<file path="src/rtl/rmq_pkg.sv">
// rmq_pkg: shared constants and word types for the rotation matrix to quaternion block
// no dependencies
package rmq_pkg;

	localparam int FRAC_BITS = 14;
	localparam int ONE       = 1 << FRAC_BITS;

	// pipeline depths: two root bits per sqrt stage, two quotient bits per divide stage but one in the last
	localparam int SQ_STG  = 8;
	localparam int DV_STG  = 8;
	localparam int DV_BITS = 15;
	localparam int LATENCY = 4 + SQ_STG + DV_STG;

	localparam logic [1:0] BR_TRACE   = 2'd0;
	localparam logic [1:0] BR_PIVOT_X = 2'd1;
	localparam logic [1:0] BR_PIVOT_Y = 2'd2;
	localparam logic [1:0] BR_PIVOT_Z = 2'd3;

	typedef struct packed {
		logic signed [15:0] m00;
		logic signed [15:0] m01;
		logic signed [15:0] m02;
		logic signed [15:0] m10;
		logic signed [15:0] m11;
		logic signed [15:0] m12;
		logic signed [15:0] m20;
		logic signed [15:0] m21;
		logic signed [15:0] m22;
	} rmq_in_t;

	typedef struct packed {
		logic signed [15:0] quat_w;
		logic signed [15:0] quat_x;
		logic signed [15:0] quat_y;
		logic signed [15:0] quat_z;
		logic [1:0]         branch_taken;
	} rmq_out_t;

endpackage

</file>
<file path="src/rtl/rotation_matrix_to_quaternion_top.sv">
// rotation_matrix_to_quaternion_top: pipelined 3x3 rotation matrix to quaternion conversion
// depends on rmq_pkg
//
// usage
//   input channel: mat carries the nine signed Q1.14 matrix entries; a word is taken at a
//   rising edge with start high and busy low. busy is always low: the pipeline never stops,
//   so a new matrix may be offered on every cycle.
//   result channel: res carries quat_w/x/y/z in Q1.14 (saturated to +-1.0) and the branch
//   code; it is valid for exactly one cycle while done is high. the receiver cannot stall.
//   throughput: one matrix per cycle, set by the fully pipelined square root
//   (8 stages, two root bits each) and the three parallel restoring dividers
//   (8 stages, two quotient bits each, one in the last).
//   pipeline: entry/trace/pivot, radicand, sqrt x8, divider setup, divide x8, output.
//   reset: arst_n clears all stage valid bits at once; words in flight are dropped and no
//   done pulse follows until new words are accepted.
//   zero radicand (only for matrices that are not rotations) gives all-zero components
//   while the branch code still names the pivot.
module rotation_matrix_to_quaternion_top
	import rmq_pkg::*;
(
	input  logic     clk,
	input  logic     arst_n,
	input  logic     start,
	output logic     busy,
	input  rmq_in_t  mat,
	output logic     done,
	output rmq_out_t res
);

	typedef struct packed {
		logic [19:0] rem;
		logic [15:0] rt;
		logic [31:0] v;
	} sq_t;

	typedef struct packed {
		logic [16:0]         rem;
		logic [DV_BITS-1:0]  lo;
		logic [DV_BITS-1:0]  q;
	} dv_t;

	wire accept = start && !busy;
	assign busy = 1'b0;

	// ---------------- stage 1: trace, pivot, lane differences ----------------
	logic               vld_s1;
	logic               pos_s1;
	logic [1:0]         br_s1;
	logic signed [15:0] a_s1, b_s1, c_s1;
	logic signed [16:0] ln_s1 [3];

	logic signed [17:0] tr;
	logic               pos;
	logic [1:0]         piv;
	logic signed [16:0] ln [3];
	logic signed [15:0] da, db, dc;

	always_comb begin
		tr  = 18'(mat.m00) + 18'(mat.m11) + 18'(mat.m22);
		pos = tr > 18'sd0;
		piv = (mat.m11 > mat.m00) ? 2'd1 : 2'd0;
		if (mat.m22 > ((piv == 2'd1) ? mat.m11 : mat.m00)) piv = 2'd2;
		da = mat.m00;
		db = mat.m11;
		dc = mat.m22;
		// lanes are the non-half slots in w,x,y,z order
		ln[0] = 17'(mat.m12) - 17'(mat.m21);
		ln[1] = 17'(mat.m20) - 17'(mat.m02);
		ln[2] = 17'(mat.m01) - 17'(mat.m10);
		if (!pos) begin
			case (piv)
				2'd0: begin
					ln[0] = 17'(mat.m12) - 17'(mat.m21);
					ln[1] = 17'(mat.m01) + 17'(mat.m10);
					ln[2] = 17'(mat.m02) + 17'(mat.m20);
				end
				2'd1: begin
					da = mat.m11; db = mat.m22; dc = mat.m00;
					ln[0] = 17'(mat.m20) - 17'(mat.m02);
					ln[1] = 17'(mat.m10) + 17'(mat.m01);
					ln[2] = 17'(mat.m12) + 17'(mat.m21);
				end
				default: begin
					da = mat.m22; db = mat.m00; dc = mat.m11;
					ln[0] = 17'(mat.m01) - 17'(mat.m10);
					ln[1] = 17'(mat.m20) + 17'(mat.m02);
					ln[2] = 17'(mat.m21) + 17'(mat.m12);
				end
			endcase
		end
	end

	// ---------------- stage 2: radicand ----------------
	logic signed [18:0] rad;
	logic               rad_zero;

	always_comb begin
		if (pos_s1) rad = 19'(a_s1) + 19'(b_s1) + 19'(c_s1) + 19'(ONE);
		else        rad = 19'(a_s1) - 19'(b_s1) - 19'(c_s1) + 19'(ONE);
		rad_zero = rad <= 19'sd0;
	end

	// ---------------- sqrt pipe, index 0 is the stage 2 register ----------------
	logic               sq_vld_s [SQ_STG+1];
	logic [1:0]         sq_br_s  [SQ_STG+1];
	logic               sq_zero_s[SQ_STG+1];
	sq_t                sq_s     [SQ_STG+1];
	logic signed [16:0] sq_ln_s  [SQ_STG+1][3];

	sq_t sq_nxt [SQ_STG];

	always_comb begin
		logic [19:0] rem2;
		logic [19:0] trial;
		for (int k = 0; k < SQ_STG; k++) begin
			sq_nxt[k] = sq_s[k];
			for (int t = 0; t < 2; t++) begin
				rem2  = {sq_nxt[k].rem[17:0], sq_nxt[k].v[31:30]};
				trial = {2'b00, sq_nxt[k].rt, 2'b01};
				if (rem2 >= trial) begin
					sq_nxt[k].rem = rem2 - trial;
					sq_nxt[k].rt  = {sq_nxt[k].rt[14:0], 1'b1};
				end else begin
					sq_nxt[k].rem = rem2;
					sq_nxt[k].rt  = {sq_nxt[k].rt[14:0], 1'b0};
				end
				sq_nxt[k].v = {sq_nxt[k].v[29:0], 2'b00};
			end
		end
	end

	// ---------------- divider setup ----------------
	wire [15:0] root = sq_s[SQ_STG].rt;
	logic [16:0] half17;
	logic [15:0] half;
	logic [16:0] den;
	logic        neg [3];
	logic        ovf [3];
	dv_t         dv0 [3];

	always_comb begin
		logic [16:0] mag;
		logic [31:0] num;
		half17 = (17'(root) + 17'd1) >> 1;
		half   = (half17 > 17'(ONE)) ? 16'(ONE) : half17[15:0];
		den    = {root, 1'b0};
		for (int l = 0; l < 3; l++) begin
			neg[l] = sq_ln_s[SQ_STG][l] < 17'sd0;
			mag    = neg[l] ? 17'(-sq_ln_s[SQ_STG][l]) : 17'(sq_ln_s[SQ_STG][l]);
			// round to nearest: (mag*one*2 + den) / (2*den) = (mag*one + root) / den
			num    = (32'(mag) << FRAC_BITS) + 32'(root);
			ovf[l] = num[31:DV_BITS] >= den;
			dv0[l].rem = num[31:DV_BITS];
			dv0[l].lo  = num[DV_BITS-1:0];
			dv0[l].q   = '0;
		end
	end

	// ---------------- divide pipe, index 0 is the setup register ----------------
	logic        dv_vld_s [DV_STG+1];
	logic [1:0]  dv_br_s  [DV_STG+1];
	logic        dv_zero_s[DV_STG+1];
	logic [15:0] dv_half_s[DV_STG+1];
	logic [16:0] dv_den_s [DV_STG+1];
	logic        dv_neg_s [DV_STG+1][3];
	logic        dv_ovf_s [DV_STG+1][3];
	dv_t         dv_s     [DV_STG+1][3];

	dv_t dv_nxt [DV_STG][3];

	always_comb begin
		logic [17:0] rem2;
		for (int k = 0; k < DV_STG; k++) begin
			for (int l = 0; l < 3; l++) begin
				dv_nxt[k][l] = dv_s[k][l];
				for (int t = 0; t < 2; t++) begin
					if (2 * k + t < DV_BITS) begin
						rem2 = {dv_nxt[k][l].rem, dv_nxt[k][l].lo[DV_BITS-1]};
						if (rem2 >= {1'b0, dv_den_s[k]}) begin
							dv_nxt[k][l].rem = 17'(rem2 - {1'b0, dv_den_s[k]});
							dv_nxt[k][l].q   = {dv_nxt[k][l].q[DV_BITS-2:0], 1'b1};
						end else begin
							dv_nxt[k][l].rem = rem2[16:0];
							dv_nxt[k][l].q   = {dv_nxt[k][l].q[DV_BITS-2:0], 1'b0};
						end
						dv_nxt[k][l].lo = {dv_nxt[k][l].lo[DV_BITS-2:0], 1'b0};
					end
				end
			end
		end
	end

	// ---------------- output assembly ----------------
	logic signed [15:0] lane_val [3];
	logic signed [15:0] slot [4];

	always_comb begin
		logic [15:0] qm;
		logic [1:0]  br;
		logic signed [15:0] hv;
		for (int l = 0; l < 3; l++) begin
			if (dv_ovf_s[DV_STG][l] || (16'(dv_s[DV_STG][l].q) > 16'(ONE))) qm = 16'(ONE);
			else qm = 16'(dv_s[DV_STG][l].q);
			lane_val[l] = dv_neg_s[DV_STG][l] ? -$signed(qm) : $signed(qm);
		end
		br = dv_br_s[DV_STG];
		hv = $signed(dv_half_s[DV_STG]);
		// the half-root slot is named by the branch code, lanes fill the rest in order
		slot[0] = (br == BR_TRACE)   ? hv : lane_val[0];
		slot[1] = (br == BR_PIVOT_X) ? hv : ((br == BR_TRACE) ? lane_val[0] : lane_val[1]);
		slot[2] = (br == BR_PIVOT_Y) ? hv : ((br == BR_PIVOT_Z) ? lane_val[2] : lane_val[1]);
		slot[3] = (br == BR_PIVOT_Z) ? hv : lane_val[2];
		if (dv_zero_s[DV_STG]) begin
			for (int s = 0; s < 4; s++) slot[s] = '0;
		end
	end

	// ---------------- valid bits ----------------
	always_ff @(posedge clk or negedge arst_n) begin
		if (!arst_n) begin
			vld_s1 <= 1'b0;
			done   <= 1'b0;
			for (int k = 0; k <= SQ_STG; k++) sq_vld_s[k] <= 1'b0;
			for (int k = 0; k <= DV_STG; k++) dv_vld_s[k] <= 1'b0;
		end else begin
			vld_s1      <= accept;
			sq_vld_s[0] <= vld_s1;
			for (int k = 0; k < SQ_STG; k++) sq_vld_s[k+1] <= sq_vld_s[k];
			dv_vld_s[0] <= sq_vld_s[SQ_STG];
			for (int k = 0; k < DV_STG; k++) dv_vld_s[k+1] <= dv_vld_s[k];
			done        <= dv_vld_s[DV_STG];
		end
	end

	// ---------------- payload registers ----------------
	always_ff @(posedge clk) begin
		pos_s1 <= pos;
		br_s1  <= pos ? BR_TRACE : (piv + 2'd1);
		a_s1   <= da;
		b_s1   <= db;
		c_s1   <= dc;
		for (int l = 0; l < 3; l++) ln_s1[l] <= ln[l];

		sq_br_s[0]   <= br_s1;
		sq_zero_s[0] <= rad_zero;
		sq_s[0].rem  <= '0;
		sq_s[0].rt   <= '0;
		sq_s[0].v    <= rad_zero ? 32'd0 : (32'(rad[16:0]) << FRAC_BITS);
		for (int l = 0; l < 3; l++) sq_ln_s[0][l] <= ln_s1[l];
		for (int k = 0; k < SQ_STG; k++) begin
			sq_br_s[k+1]   <= sq_br_s[k];
			sq_zero_s[k+1] <= sq_zero_s[k];
			sq_s[k+1]      <= sq_nxt[k];
			for (int l = 0; l < 3; l++) sq_ln_s[k+1][l] <= sq_ln_s[k][l];
		end

		dv_br_s[0]   <= sq_br_s[SQ_STG];
		dv_zero_s[0] <= sq_zero_s[SQ_STG];
		dv_half_s[0] <= half;
		dv_den_s[0]  <= den;
		for (int l = 0; l < 3; l++) begin
			dv_neg_s[0][l] <= neg[l];
			dv_ovf_s[0][l] <= ovf[l];
			dv_s[0][l]     <= dv0[l];
		end
		for (int k = 0; k < DV_STG; k++) begin
			dv_br_s[k+1]   <= dv_br_s[k];
			dv_zero_s[k+1] <= dv_zero_s[k];
			dv_half_s[k+1] <= dv_half_s[k];
			dv_den_s[k+1]  <= dv_den_s[k];
			for (int l = 0; l < 3; l++) begin
				dv_neg_s[k+1][l] <= dv_neg_s[k][l];
				dv_ovf_s[k+1][l] <= dv_ovf_s[k][l];
				dv_s[k+1][l]     <= dv_nxt[k][l];
			end
		end

		res.quat_w       <= slot[0];
		res.quat_x       <= slot[1];
		res.quat_y       <= slot[2];
		res.quat_z       <= slot[3];
		res.branch_taken <= dv_br_s[DV_STG];
	end

`ifndef SYNTH
	// every accepted word is followed by its done pulse
	a_latency: assert property (@(posedge clk) disable iff (!arst_n)
		accept |-> ##LATENCY done)
		else $error("accepted word did not produce a result");

	// no result without a matching accepted word
	a_no_ghost: assert property (@(posedge clk) disable iff (!arst_n)
		done |-> $past(accept, LATENCY))
		else $error("result without an accepted word");

	// in the positive trace branch w is half the root, never negative
	a_trace_w: assert property (@(posedge clk) disable iff (!arst_n)
		done && (res.branch_taken == BR_TRACE) |-> (res.quat_w >= 16'sd0))
		else $error("negative w in positive trace branch");
`endif

endmodule
</file>
<file path="config.mk">
export PLATFORM = sky130hd
export DESIGN_NAME = rotation_matrix_to_quaternion_top
export DESIGN_NICKNAME = d
export VERILOG_FILES = /design/src/rtl/rmq_pkg.sv /design/src/rtl/rotation_matrix_to_quaternion_top.sv
export SDC_FILE = /design/constraint.sdc
export NUM_CORES = 2
export LEC_CHECK = 0
export ABC_AREA = 0
export BUFFER_PORTS_ARGS = -buffer_cell sky130_fd_sc_hd__clkbuf_2
export CAP_MARGIN = 10
export CORE_UTILIZATION = 50
export DETAILED_ROUTE_END_ITERATION = 8
export PLACE_DENSITY = 0.66
export SLEW_MARGIN = 10
export SYNTH_ARGS = -nofsm -noshare
export SYNTH_HDL_FRONTEND = slang
export SYNTH_SLANG_ARGS = --single-unit
</file>
<file path="constraint.sdc">
create_clock -name clk -period 17.2 [get_ports clk]
set_input_delay 1.72 -clock clk [delete_from_list [all_inputs] [get_ports clk]]
set_output_delay 1.72 -clock clk [all_outputs]
set_load 0.02 [all_outputs]
</file>
==> qor.txt <==
fillcell total = 17,500
Post-CTS Repair Setup Buffers = 0
Overflow after GRT = 0
Routed WL = 265,000 um
Initial DRC Count = 5,114
area leader, netlist = dfxtp_1
RSZ-0062 raised after global routing = no
# setup viols final = 0
Via density = 5.63
worst reg2reg path depth = 23
std cell rows = 163
TritonCTS clock tree = done
layout cells sized above 1 = 10.7%
Max Clock Skew = 0.0450 ns
crit end category = register
ys async rst share = 1.07%
nets = 12,100
Yosys cell types = 94
Post-Synthesis Cells = 10,500
Slew Limit Fails = 0
crit-path max FO = 17
Routed Antenna Nets = 0
clock sinks = 1,861
CP startpoint kind = register
most common cell after layout, fill and taps aside = dfxtp_1
setup_tns = 0 ns
hold crit path type = reg2reg
vias in the first global route = 74,000
Final Cycle Share = 44.4%
drt drc = 0
Core Region = 197,000 sq um
Mean Syn Cell Area = 9.42 sq um
clock-pin slew on the worst setup and hold paths = 0.06 ns
dominant register cell in the synthesized netlist = dfxtp_1
WHS = 0.287 ns
most frequent cells in the layout = dfxtp_1 (1,838), ha_1 (1,094), a21oi_1 (786)
P&R area growth vs syn = 10.8%
drt pass-1 iters = 6
cts hold-fix bufs = 0
Final Cell Area = 110,000 sq um
R2R Setup Slk = 9.56 ns
H-tree Lvls = 4
WHS Path Cells = 0
Max Cap Viol = 0
status = finished clean
Final Hold Fails = 0
DR vias = 76,400
WP data required = 17.92 ns
worst slew pin tran = 1.21 ns
worst skew pair latency = 0.86 ns
Total GRT Usage = 25.9%
first-pass GRT wire length = 410,000 um
CTS root buf = clkbuf_16
Fmax = 131 MHz
Die H = 447 um
# port buffers = 213
antenna violations before repair = 11
RePlAce Congestion = 0.936
largest net degree at the start of global routing = 102
Post-CTS Resized = 0
Placed Area = 103,000 sq um
main area contributors after synthesis = dfxtp_1 (37%), ha_1 (14%), xnor2_1 (5.3%)
Detailed Place HPWL = 209,000 um
Multi-input gate area = 58,500 sq um
Routed WL per cell = 19.5 um
Post-synth EDFFs = 0
register area share after synthesis = 37.7%
Longest Clk Path Bufs = 3
synthesized area = 99,200 sq um
starting density of the core = 50.3%
Arr. time, crit path = 8.36 ns
Slew headroom = 19.5%
Setup CP Type = reg2reg
Yosys reg bits = 1,861
Synth top area share = 37.2%
min cycle time layout = 7.64 ns
total CTS buffers = 192
num ports = 215
flip-flop and latch area = 37,400 sq um
YS warnings = 0
Die Wd = 447 um
area of the die = 200,000 sq um
==> flip-flops by register name, indices dropped and copies added, names as in the netlist <==
register / count
a_s1: 16
sq_br_s: 18
dv_zero_s: 9
br_s1: 2
dv_vld_s: 9
dv_neg_s: 27
done: 1
dv_half_s: 144
ln_s1: 51
b_s1: 16
dv_s: 671
vld_s1: 1
dv_den_s: 60
dv_ovf_s: 27
sq_s: 231
dv_br_s: 18
sq_ln_s: 459
c_s1: 16
pos_s1: 1
res: 66
sq_vld_s: 9
sq_zero_s: 9
==> final timing paths <==
path	start	to
worst min-delay path	sq_s[0][19]$_SDFF_PP0_	sq_s[0][91]$_DFF_P_
worst max-delay path	dv_s[6][122]$_DFF_P_	dv_s[7][46]$_DFF_P_
min in group asynchronous	arst_n	sq_vld_s[2]$_DFF_PN0_
worst max register to register	dv_s[6][122]$_DFF_P_	dv_s[7][46]$_DFF_P_
max in group asynchronous	arst_n	sq_vld_s[3]$_DFF_PN0_
worst min register to register	sq_s[0][19]$_SDFF_PP0_	sq_s[0][91]$_DFF_P_
==> metal layers <==
layer / GRT usage, % / wire length (um) / up-vias / part of all wire, %
li1: - / - / 37900 / -
met1: 35.2 / 124000 / 36100 / 47
met2: 42.6 / 120000 / 1997 / 45
met3: 3.43 / 13700 / 425 / 5.2
met4: 7.96 / 7530 / 2 / 2.8
met5: 0 / 13 / - / 0.0049
==> cell type report <==
type	count	area share, %
flip-flops and latches	1861	34.0
clock buffers	246	4.80
well taps	2640	3.00
clock inverters	108	1.31
repair buffers	278	1.42
diodes	6	0.0137
inverters	662	2.26
multi-input cells	7775	53.2
==> critical path, cell delays in order, from the launching register on <==
cell	delay (ns)
dfxtp_1	0.31
inv_1	0.46
ha_1	0.37
nor2b_1	0.13
o21ai_0	0.21
a21boi_0	0.18
o21ai_0	0.25
a21oi_1	0.17
a221oi_1	0.52
o21ai_0	0.24
a41oi_2	0.83
o21ai_0	0.35
ha_1	0.37
nor2b_1	0.13
o21ai_0	0.18
a21oi_1	0.11
o21ai_0	0.20
a21boi_0	0.19
o41ai_1	0.26
and3_1	0.24
o41ai_1	0.08
a21oi_1	0.67
and2_1	0.64
mux2_2	0.41
==> synthesized netlist by cell type, types with 17 or more instances <==
library cell	number
a31oi_1	78
o211ai_1	33
or3_1	61
o21ai_0	563
nand4_1	140
a2bb2oi_1	33
dfxtp_1	1841
a41oi_1	18
nand3_1	144
o21bai_1	127
mux2_2	451
buf_1	24
a2111oi_0	24
nand2_1	641
a31o_2	23
a221o_1	17
inv_1	659
o31ai_1	83
a21o_1	266
and3_1	61
xor2_1	282
or2_2	43
o21a_1	109
a221oi_1	17
nor4_1	54
nand2b_1	105
clkbuf_1	172
nor2_1	748
a211o_1	23
o41ai_1	37
buf_2	25
mux2i_1	92
ha_1	1094
or4_1	31
and2_1	34
a21boi_0	57
o22ai_1	54
nor3_1	226
a211oi_1	68
dfrtp_1	20
xnor2_1	603
nand3b_1	18
a21oi_1	786
nor2b_1	189
fa_1	108
==> stage by stage <==
step                      cells  util, %  worst slack, ns
after floorplan           10500        -            10.98
after global placement    13200     52.3             9.59
after detailed placement  13200     52.3             9.43
after CTS                 13600     55.7             9.59
after global routing      13600     55.7             8.88
final                     13600     55.7             9.56
==> cells by family (layout without fill, tap and decap cells) <==
family	Yosys count	after routing	share of synthesized area, %
buffers and inverters	896	1294	3.49
adder cells (fa/ha/maj)	1202	1202	16.0
AND/OR/NAND/NOR	2565	2565	12.5
flip-flops	1861	1861	37.7
XOR/XNOR	885	885	7.82
multiplexers	543	543	6.05
AO/OA/AOI/OAI	2572	2572	16.5
other	1	14	0.00378
Power is not shown: default switching activity piles up to over one toggle a cycle in this logic, so the estimate is an artifact.
